## config.mk

```make
export PLATFORM = sky130hd
export DESIGN_NAME = cmac_front
export DESIGN_NICKNAME = d
export VERILOG_FILES = /design/src/sv/cmac_pkg.sv /design/src/sv/cmac_front.sv
export SDC_FILE = /design/constraint.sdc
export NUM_CORES = 1
export LEC_CHECK = 0
export BUFFER_PORTS_ARGS = -buffer_cell sky130_fd_sc_hd__buf_2
export CORE_MARGIN = 3
export CORE_UTILIZATION = 35
export DETAILED_ROUTE_END_ITERATION = 8
export PLACE_DENSITY_LB_ADDON = 0.3
export SETUP_SLACK_MARGIN = 0.5
export SKIP_LAST_GASP = 1
export SYNTH_ARGS = -nofsm -noshare
export SYNTH_HDL_FRONTEND = slang
export SYNTH_SLANG_ARGS = --single-unit
```

## constraint.sdc

```tcl
create_clock -name clk -period 2.9 [get_ports clk]
set_clock_uncertainty 0.05 [all_clocks]
set_input_delay 0.145 -clock clk [delete_from_list [all_inputs] [get_ports clk]]
set_output_delay 0.145 -clock clk [all_outputs]
set_load 0.02 [all_outputs]
```

## src/sv/cmac_pkg.sv

```systemverilog
// Shared types and constants for the move-and-add core.
package cmac_pkg;

  localparam int ADDR_BITS = 16;
  localparam int MEM_DEPTH = 1 << ADDR_BITS;

  localparam logic [2:0] CODE_M = 3'd6;
  localparam logic [2:0] CODE_A = 3'd7;

  localparam logic [7:0] OP_HLT  = 8'h76;
  localparam logic [7:0] OP_STAX_B = 8'h02;
  localparam logic [7:0] OP_STAX_D = 8'h12;
  localparam logic [7:0] OP_LDAX_B = 8'h0A;
  localparam logic [7:0] OP_LDAX_D = 8'h1A;
  localparam logic [7:0] OP_LXI_B = 8'h01;
  localparam logic [7:0] OP_LXI_D = 8'h11;
  localparam logic [7:0] OP_LXI_H = 8'h21;
  localparam logic [7:0] OP_LXI_SP = 8'h31;
  localparam logic [7:0] OP_STA  = 8'h32;
  localparam logic [7:0] OP_LDA  = 8'h3A;
  localparam logic [7:0] OP_XCHG = 8'hEB;
  localparam logic [7:0] OP_XTHL = 8'hE3;
  localparam logic [7:0] OP_ADI  = 8'hC6;
  localparam logic [7:0] OP_ACI  = 8'hCE;
  localparam logic [7:0] OP_SUI  = 8'hD6;
  localparam logic [7:0] OP_SBI  = 8'hDE;

  typedef enum logic [3:0] {
    K_BAD, K_MOV, K_MVI, K_ALU, K_ALUI, K_LXI, K_STAX, K_LDAX,
    K_STA, K_LDA, K_XCHG, K_XTHL
  } kind_t;

  // Decoded request handed from front to back.
  typedef struct packed {
    kind_t      kind;
    logic [2:0] dst;
    logic [2:0] src;
    logic [1:0] aluk;   // bit1: subtract, bit0: use carry
    logic [1:0] pair;   // 0 BC, 1 DE, 2 HL, 3 SP
    logic [7:0] lo;
    logic [7:0] hi;
  } instr_t;

endpackage

```

## src/sv/cmac_front.sv

```systemverilog
// Front end: opcode decode and a two-entry request queue.
module cmac_front (
  input  logic              clk,
  input  logic              rst,
  input  logic              push,
  output logic              full,
  input  logic [7:0]        command,
  input  logic [7:0]        imm_low,
  input  logic [7:0]        imm_high,
  output logic              q_valid,
  output cmac_pkg::instr_t  q_item,
  input  logic              q_take
);

  cmac_pkg::instr_t dec;
  cmac_pkg::instr_t slot [2];
  logic       head;
  logic       tail;
  logic [1:0] count;
  logic       wr_en;
  logic       rd_en;

  always_comb begin
    dec.kind = cmac_pkg::K_BAD;
    dec.dst  = command[5:3];
    dec.src  = command[2:0];
    dec.aluk = command[4:3];
    dec.pair = command[5:4];
    dec.lo   = imm_low;
    dec.hi   = imm_high;
    if (command[7:6] == 2'b01 && command != cmac_pkg::OP_HLT) begin
      dec.kind = cmac_pkg::K_MOV;
    end else if (command[7:6] == 2'b00 && command[2:0] == 3'b110) begin
      dec.kind = cmac_pkg::K_MVI;
    end else if (command[7:5] == 3'b100) begin
      dec.kind = cmac_pkg::K_ALU;
    end else begin
      case (command)
        cmac_pkg::OP_LXI_B, cmac_pkg::OP_LXI_D,
        cmac_pkg::OP_LXI_H, cmac_pkg::OP_LXI_SP: dec.kind = cmac_pkg::K_LXI;
        cmac_pkg::OP_STAX_B, cmac_pkg::OP_STAX_D: dec.kind = cmac_pkg::K_STAX;
        cmac_pkg::OP_LDAX_B, cmac_pkg::OP_LDAX_D: dec.kind = cmac_pkg::K_LDAX;
        cmac_pkg::OP_STA:  dec.kind = cmac_pkg::K_STA;
        cmac_pkg::OP_LDA:  dec.kind = cmac_pkg::K_LDA;
        cmac_pkg::OP_XCHG: dec.kind = cmac_pkg::K_XCHG;
        cmac_pkg::OP_XTHL: dec.kind = cmac_pkg::K_XTHL;
        cmac_pkg::OP_ADI, cmac_pkg::OP_ACI,
        cmac_pkg::OP_SUI, cmac_pkg::OP_SBI: dec.kind = cmac_pkg::K_ALUI;
        default: dec.kind = cmac_pkg::K_BAD;
      endcase
    end
  end

  assign full    = (count == 2'd2);
  assign q_valid = (count != 2'd0);
  assign q_item  = slot[head];
  assign wr_en   = push && !full;
  assign rd_en   = q_take && q_valid;

  always_ff @(posedge clk) begin
    if (wr_en) begin
      slot[tail] <= dec;
    end
    if (rst) begin
      head  <= 1'b0;
      tail  <= 1'b0;
      count <= 2'd0;
    end else begin
      if (wr_en) tail <= ~tail;
      if (rd_en) head <= ~head;
      count <= count + {1'b0, wr_en} - {1'b0, rd_en};
    end
  end

endmodule

```

==> qor.csv, run 1 <==
stage,metric,value,unit
logic_synthesis,sequential-to-total area share from yosys stat,72.1,%
logic_synthesis,mux contribution to synthesized area,12.7,%
floorplan,I/O Pins,60,
logic_synthesis,mapped cell area,2300,sq um
worst_setup_path,reg2reg start,count[0],
timing,sum of negative setup slack,0,ps
logic_synthesis,Adder-Cell Fraction of Synth Area,1.09,%
place,hpwl dp,2.77,mm
worst_setup_path,Critical Path Start Type,flop,
timing,RSZ-0062 raised after global routing,false,
floorplan,die height,87.1,um
final_layout,ratio of cells with drive above 1 in the final layout,46.7,%
logic_synthesis,Syn Area/Cell,16.8,sq um
global_routing,GRT Total Usage,11.9,%
final_layout,area growth from synthesis to layout,31.2,%
floorplan,Core ar.,6130,sq um
detailed_routing,via count,1377,
cts,postcts setup bufs,0,
timing,fin crit share,70.6,%
pwr,leakage power,1.19,nW
cts,CTS buffer count,9,
pwr,Power Total,2.53,mW
worst_setup_path,Setup crit end kind,output pin,
floorplan,site row count,28,
global_routing,vias in the first global route,1416,
timing,Final setup viols,0,
final_layout,"leading cell types in the layout, fill and taps excluded","59 x buf_2, 52 x edfxtp_1, 26 x mux2_2, 19 x dlygate4sd3_1, 10 x clkbuf_8",
pwr,pwr/cell area,836,nW/um^2
detailed_routing,DRC viols,0,
detailed_routing,Detailed Routing Iterations Pass 1,4,
min_path,HP Start,command[4],
floorplan,initial core utilization,37.6,%
logic_synthesis,"Net Count, Synth",167,
place,placed cell area,2670,sq um
floorplan,Die ar.,7590,sq um
worst_setup_path,Worst R2R Setup Slack,1150,ps
final_layout,n_diodes,0,
final_layout,"most common cell after layout, fill and taps aside",buf_2,
logic_synthesis,simple-gate share of the synthesized area,7.00,%
cts,CTS Buffer Depth,2,
logic_synthesis,synth unique cells,33,
cts,Post-CTS Resized,0,
cts,cts-stage hold buffer count,19,
worst_setup_path,worst reg2reg endpoint,slot[1][26],
detailed_routing,WL/cell,13.7,um
cts,clock sinks,57,
worst_setup_path,R2R cell count,3,
logic_synthesis,Synth Area in Compound Gates,3.20,%
timing,crit path time final,2050,ps
worst_setup_path,worst-path fanout max,15,
global_routing,initial antenna violation count,0,
final_layout,# nets final,252,
final_layout,"non-filler cells, final",302,
timing,max frequency,0.488,GHz
detailed_routing,DRT iter0 DRCs,47,
flow_run,Max Cap Viol,0,
final_layout,filler cell count,556,
detailed_routing,post-route ant nets,0,
place,placed insts,267,
cts,H-tree depth,3,
logic_synthesis,Yosys reg bits,57,
logic_synthesis,main combinational cell family by area after synthesis,multiplexers,
timing,Final Hold Vio Count,0,
global_routing,largest net degree at the start of global routing,27,
status,status,completed,
timing,max_slew headroom,61.7,%
min_path,Hold EP,slot[0][24],
floorplan,DIE WIDTH,87.1,um
final_layout,final instance area,3020,sq um
logic_synthesis,asr flop ratio synth,0,%
logic_synthesis,Cells after Synth,137,
detailed_routing,routed wire length,4.15,mm
cts,Worst-path clk slew,70,ps
logic_synthesis,XOR/XNOR Fraction of Synth Area,0.760,%
timing,Hold WS,28.6,ps
min_path,Min-Delay Path Depth,1,
worst_setup_path,CP Data Required Time,2710,ps
worst_setup_path,CP arrival,1850,ps
cts,clk root buf,clkbuf_8,
place,Buffers on Ports,59,
logic_synthesis,yosys warns,0,
min_path,Hold WC Path Type,in2reg,
cts,Clock Latency Late Sink,310,ps
worst_setup_path,critical path type,reg2out,
logic_synthesis,"EDFF count, synth",52,
global_routing,first-pass GRT wire length,6.63,mm
timing,Slew Limit Fails,0,
logic_synthesis,Synth Flop Type,edfxtp_1,
detailed_routing,vias per inst,4.56,
timing,Worst Tran Pin Value,574,ps
global_routing,total global routing overflow,0,
cts,CTS tree,done,
place,Final Wtd Congestion,0.789,
pwr,Peak VDD IR,0.348,mV
-- routing by layer --
layer  global-route usage, %  wire length (um)
met1                    14.8              1860
met2                    18.6              1990
met3                    3.88               226
met4                    5.86                79
met5                       0                 0
-- through the flow --
step | setup WS, ps | utilization, %
2_1_floorplan | 1070 | -
3_3_place_gp | 1160 | 43.5
3_5_place_dp | 1100 | 43.5
4_1_cts | 800 | 49.3
5_1_grt | 722 | 49.3
6_report | 853 | 49.3
-- cell usage after synthesis, types with 2 or more instances --
library cell / count / area share [%]
edfxtp_1: 52 / 68
mux2_2: 26 / 13
buf_4: 6 / 2.0
dfxtp_1: 5 / 4.3
inv_1: 5 / 0.81
nand3_1: 3 / 0.65
nor2_1: 3 / 0.49
nor2b_1: 3 / 0.81
o21ai_0: 3 / 0.65
and2b_2: 2 / 0.76
and4b_1: 2 / 0.87
ha_1: 2 / 1.1
nand2_1: 2 / 0.33
nor3_1: 2 / 0.43
nor3b_1: 2 / 0.65
or3_1: 2 / 0.54
-- worst max-delay path: stages, from the launching register on --
cell and delay (ps):
dfxtp_1 660, buf_4 330, mux2_2 380, buf_2 160
-- worst max-delay path by stage --
stage / endpoint / slack, ps / cells after the start
floorplan: slot[0][0] / 1070 / 4
global placement: slot[1][25] / 1160 / 3
detailed placement: slot[1][23] / 1100 / 3
CTS: q_item[28] / 800 / 3
global route: q_item[16] / 720 / 3
finish: q_item[28] / 850 / 3
-- report_power, final --
| group | internal (mW) | leakage (nW) | switching [mW] |
|---|---|---|---|
| clock network | 0.328 | 0.0838 | 0.282 |
| registers | 1.05 | 0.530 | 0.0609 |
| logic | 0.341 | 0.576 | 0.465 |
-- final cells by class --
type                            count  area (sq um)  area share, %
Sequential cell                    57          1660           55.0
Multi-Input combinational cell     67           571           18.9
Timing Repair Buffer               81           508           16.8
Clock buffer                       12           145           4.80
Tap cell                           75          93.8           3.10
Inverter                            6          22.5          0.745
Clock inverter                      4          21.3          0.704
-- registers in the layout (all words and copies together) (netlist names), named ones only --
name   count
count      2
head       1
slot      52
tail       1
-- logic make-up (layout without fill, tap and decap cells) --
group | count (synthesis) | after routing
mux | 26 | 26
compound gates | 11 | 11
buf+inv | 13 | 103
fa+ha+maj | 2 | 2
simple gates | 26 | 26
xor+xnor | 2 | 2
flops | 57 | 57
Note: power is estimated with default switching activity, not from simulation.
==> run 2, diff against run 1 <==
--- a/config.mk
+++ b/config.mk
@@ -5,6 +5,7 @@
 export SDC_FILE = /design/constraint.sdc
 export NUM_CORES = 1
 export LEC_CHECK = 0
+export ABC_AREA = 1
 export BUFFER_PORTS_ARGS = -buffer_cell sky130_fd_sc_hd__buf_2
 export CORE_MARGIN = 3
 export CORE_UTILIZATION = 35
==> constraint.sdc (replaced) <==
create_clock -name clk -period 1.95 [get_ports clk]
set_clock_uncertainty 0.05 [all_clocks]
set_input_delay 0.0975 -clock clk [delete_from_list [all_inputs] [get_ports clk]]
set_output_delay 0.0975 -clock clk [all_outputs]
set_load 0.02 [all_outputs]
==> run 2 against run 1 <==
Against the previous run:
- sequential power increased by 49%
- worst setup slack got worse by 430 ps
- routed wire length up 15%
- non-clock buffer count rose by 14
- count of clock-buffer cells in the layout rose by 2
- die area increased by 5.6%
- utilization grew 5.8 points
==> qor.csv, run 2 <==
stage,metric,value,unit,change
global_routing,GRT Total Usage,12.4,%,+0.47 points
logic_synthesis,"Net Count, Synth",186,,+11%
timing,RSZ-0062 raised after global routing,true,,
timing,Final Hold Vio Count,0,,unchanged
logic_synthesis,synth top area cells,"edfxtp_1 64%, mux2_4 12%, dfxtp_1 4.1%, nor2_1 2.8%, mux2_2 2.8%",,
floorplan,initial core utilization,37.2,%,-0.38 points
floorplan,site row count,29,,+3.6%
global_routing,vias in the first global route,1555,,+9.8%
detailed_routing,routed wire length,4.77,mm,+15%
logic_synthesis,XOR/XNOR Fraction of Synth Area,0.358,%,-0.40 points
logic_synthesis,"EDFF count, synth",52,,unchanged
logic_synthesis,post-synth top area share,63.9,%,-3.9 points
place,hpwl dp,2.93,mm,+5.7%
min_path,Min-Delay Path Depth,3,,+2
cts,clk root buf,clkbuf_8,,
final_layout,FF+latch area,1670,sq um,+0.53%
final_layout,max FFs per register,52,,unchanged
worst_setup_path,Critical Path Start Type,flop,,
place,Final Wtd Congestion,0.774,,-1.9%
cts,Clock Latency Late Sink,330,ps,+20 ps
worst_setup_path,CP arrival,1380,ps,-470 ps
worst_setup_path,worst-path fanout max,7,,-8
logic_synthesis,most common cell in the netlist,edfxtp_1,,
worst_setup_path,worst reg2reg endpoint,count[1],,
flow_run,Max Cap Viol,0,,unchanged
cts,CTS buffer count,9,,unchanged
final_layout,filler cell count,537,,-3.4%
cts,H-tree depth,3,,unchanged
detailed_routing,via count,1507,,+9.4%
global_routing,total global routing overflow,0,,unchanged
detailed_routing,DRC viols,0,,unchanged
min_path,Hold WC Path Type,in2reg,,
logic_synthesis,Synth Area in Compound Gates,2.15,%,-1.1 points
pwr,leakage power,1.48,nW,+25%
timing,Hold WS,183,ps,+155 ps
floorplan,Core ar.,6570,sq um,+7.1%
cts,CTS tree,done,,
worst_setup_path,Worst R2R Setup Slack,440,ps,-710 ps
global_routing,initial antenna violation count,0,,unchanged
logic_synthesis,Yosys reg bits,57,,unchanged
final_layout,ratio of cells with drive above 1 in the final layout,48.1,%,+1.4 points
detailed_routing,DRT iter0 DRCs,82,,+74%
logic_synthesis,yosys warns,0,,unchanged
global_routing,first-pass GRT wire length,7.18,mm,+8.3%
final_layout,Biggest register,slot,,
timing,worst setup margin,424,ps,-429 ps
final_layout,final core utilization,55.1,%,+5.8 points
worst_setup_path,reg2reg start,count[0],,
detailed_routing,post-route ant nets,0,,unchanged
logic_synthesis,Synth Flop Type,edfxtp_1,,
final_layout,n_diodes,0,,unchanged
timing,crit path time final,1530,ps,
logic_synthesis,mapped cell area,2440,sq um,+6.0%
pwr,Peak VDD IR,0.688,mV,+98%
logic_synthesis,Cells after Synth,156,,+14%
floorplan,DIE WIDTH,89.6,um,+2.8%
logic_synthesis,synth unique cells,24,,-27%
final_layout,area growth from synthesis to layout,48.1,%,
pwr,Power Total,4.59,mW,+82%
floorplan,I/O Pins,60,,unchanged
logic_synthesis,sequential-to-total area share from yosys stat,68.0,%,-4.1 points
final_layout,"most common cell after layout, fill and taps aside",edfxtp_1,,
logic_synthesis,post-synth top area cell,edfxtp_1,,
logic_synthesis,Syn Area/Cell,15.7,sq um,-6.9%
timing,max frequency,0.655,GHz,
pwr,pwr/cell area,1270,nW/um^2,+52%
timing,Final setup viols,0,,unchanged
detailed_routing,Detailed Routing Iterations Pass 1,3,,-1
timing,max_slew headroom,79.9,%,+18 points
min_path,HP Start,command[6],,
cts,clock sinks,57,,unchanged
worst_setup_path,CP Data Required Time,1800,ps,-910 ps
logic_synthesis,Post-synth top cells,"52 x edfxtp_1, 20 x mux2_4, 18 x nor2_1, 17 x nand2_1, 12 x inv_1",,
timing,sum of negative setup slack,0,ps,unchanged
final_layout,"leading cell types in the layout, fill and taps excluded","52 x edfxtp_1, 32 x buf_2, 28 x buf_6, 26 x mux2_4, 23 x dlygate4sd3_1",,
logic_synthesis,Adder-Cell Fraction of Synth Area,1.02,%,-0.062 points
logic_synthesis,asr flop ratio synth,0,%,unchanged
place,Buffers on Ports,59,,unchanged
detailed_routing,WL/cell,13.5,um,-1.8%
status,status,completed,,
worst_setup_path,R2R cell count,7,,+4
detailed_routing,vias per inst,4.27,,-6.4%
logic_synthesis,mux contribution to synthesized area,15.1,%,+2.4 points
floorplan,die height,89.6,um,+2.8%
place,dpl ws,355,ps,-744 ps
final_layout,# nets final,285,,+13%
timing,Worst Tran Pin Value,299,ps,-276 ps
timing,fin crit share,78.3,%,
min_path,Hold EP,slot[0][28],,
timing,Slew Limit Fails,0,,unchanged
global_routing,largest net degree at the start of global routing,15,,-44%
final_layout,Largest regs,"slot (52), count (2)",,
cts,CTS Buffer Depth,2,,unchanged
worst_setup_path,Setup crit end kind,output pin,,
cts,Worst-path clk slew,60,ps,about the same
floorplan,Die ar.,8020,sq um,+5.6%
final_layout,area of the multi-input gates,732,sq um,+28%
logic_synthesis,simple-gate share of the synthesized area,8.24,%,+1.2 points
logic_synthesis,main combinational cell family by area after synthesis,multiplexers,,
worst_setup_path,critical path type,reg2out,,
## run 2: through the flow
stage	cell area, sq um	cells
2_1_floorplan	2460	156
3_3_place_gp	2850	307
3_5_place_dp	2850	307
4_1_cts	3370	351
5_1_grt	3620	353
6_report	3620	353
## run 2: timing repair
item / CTS / global route
hold buffers: 23 / 0
resized for setup: 7 / 65
cloned: 0 / 1
hold endpoints to repair: 49 / 0
setup endpoints to repair: 31 / 32
pin swaps: 6 / 7
buffers inserted: 5 / 1
## run 2: critical path, cell delays in order (launching register included)
cell	delay, ps
dfxtp_4	410
buf_8	160
mux2_4	320
buf_4	160
## run 2: worst max path at each step
| stage | endpoint | cells past startpoint |
|---|---|---|
| 3_3_place_gp | count[1] | 8 |
| 6_report | q_item[25] | 3 |
| 2_1_floorplan | count[1] | 7 |
| 3_5_place_dp | count[1] | 8 |
| 4_1_cts | q_item[0] | 3 |
| 5_1_grt | q_item[19] | 3 |
## run 2: area by class of cell
| type | instances | share of cell area [%] |
|---|---|---|
| inverters | 12 | 1.24 |
| flip-flops and latches | 57 | 46.1 |
| clock inverters | 2 | 1.66 |
| clock buffers | 14 | 4.49 |
| multi-input cells | 80 | 20.2 |
| well taps | 93 | 3.21 |
| repair buffers | 95 | 23.0 |
## run 2: logic make-up (layout without fill, tap and decap cells)
family,after synthesis,after routing
AOI/OAI and AO/OA,6,6
DFF,57,57
muxes,26,26
xor gates and xnor gates,1,1
buffers and inverters,19,123
adders and majority gates,2,2
and+or+nand+nor,45,45
## run 2: routing by layer
layer | wire length (um) | vias to the layer above | part of all wire [%] | global-route usage, %
met4 | 64 | 0 | 1.3 | 5.68
li1 | - | 757 | - | -
met5 | 0 | - | 0 | 0
met1 | 2010 | 715 | 42 | 13.5
met3 | 171 | 7 | 3.6 | 4.88
met2 | 2520 | 28 | 53 | 21.1
## run 2: report_power, final
group          switching (mW)  leakage, nW  internal [mW]
sequential             0.0820        0.530           1.57
clock                   0.433        0.111          0.791
combinational           0.798        0.843          0.917
total                    1.31         1.48           3.28
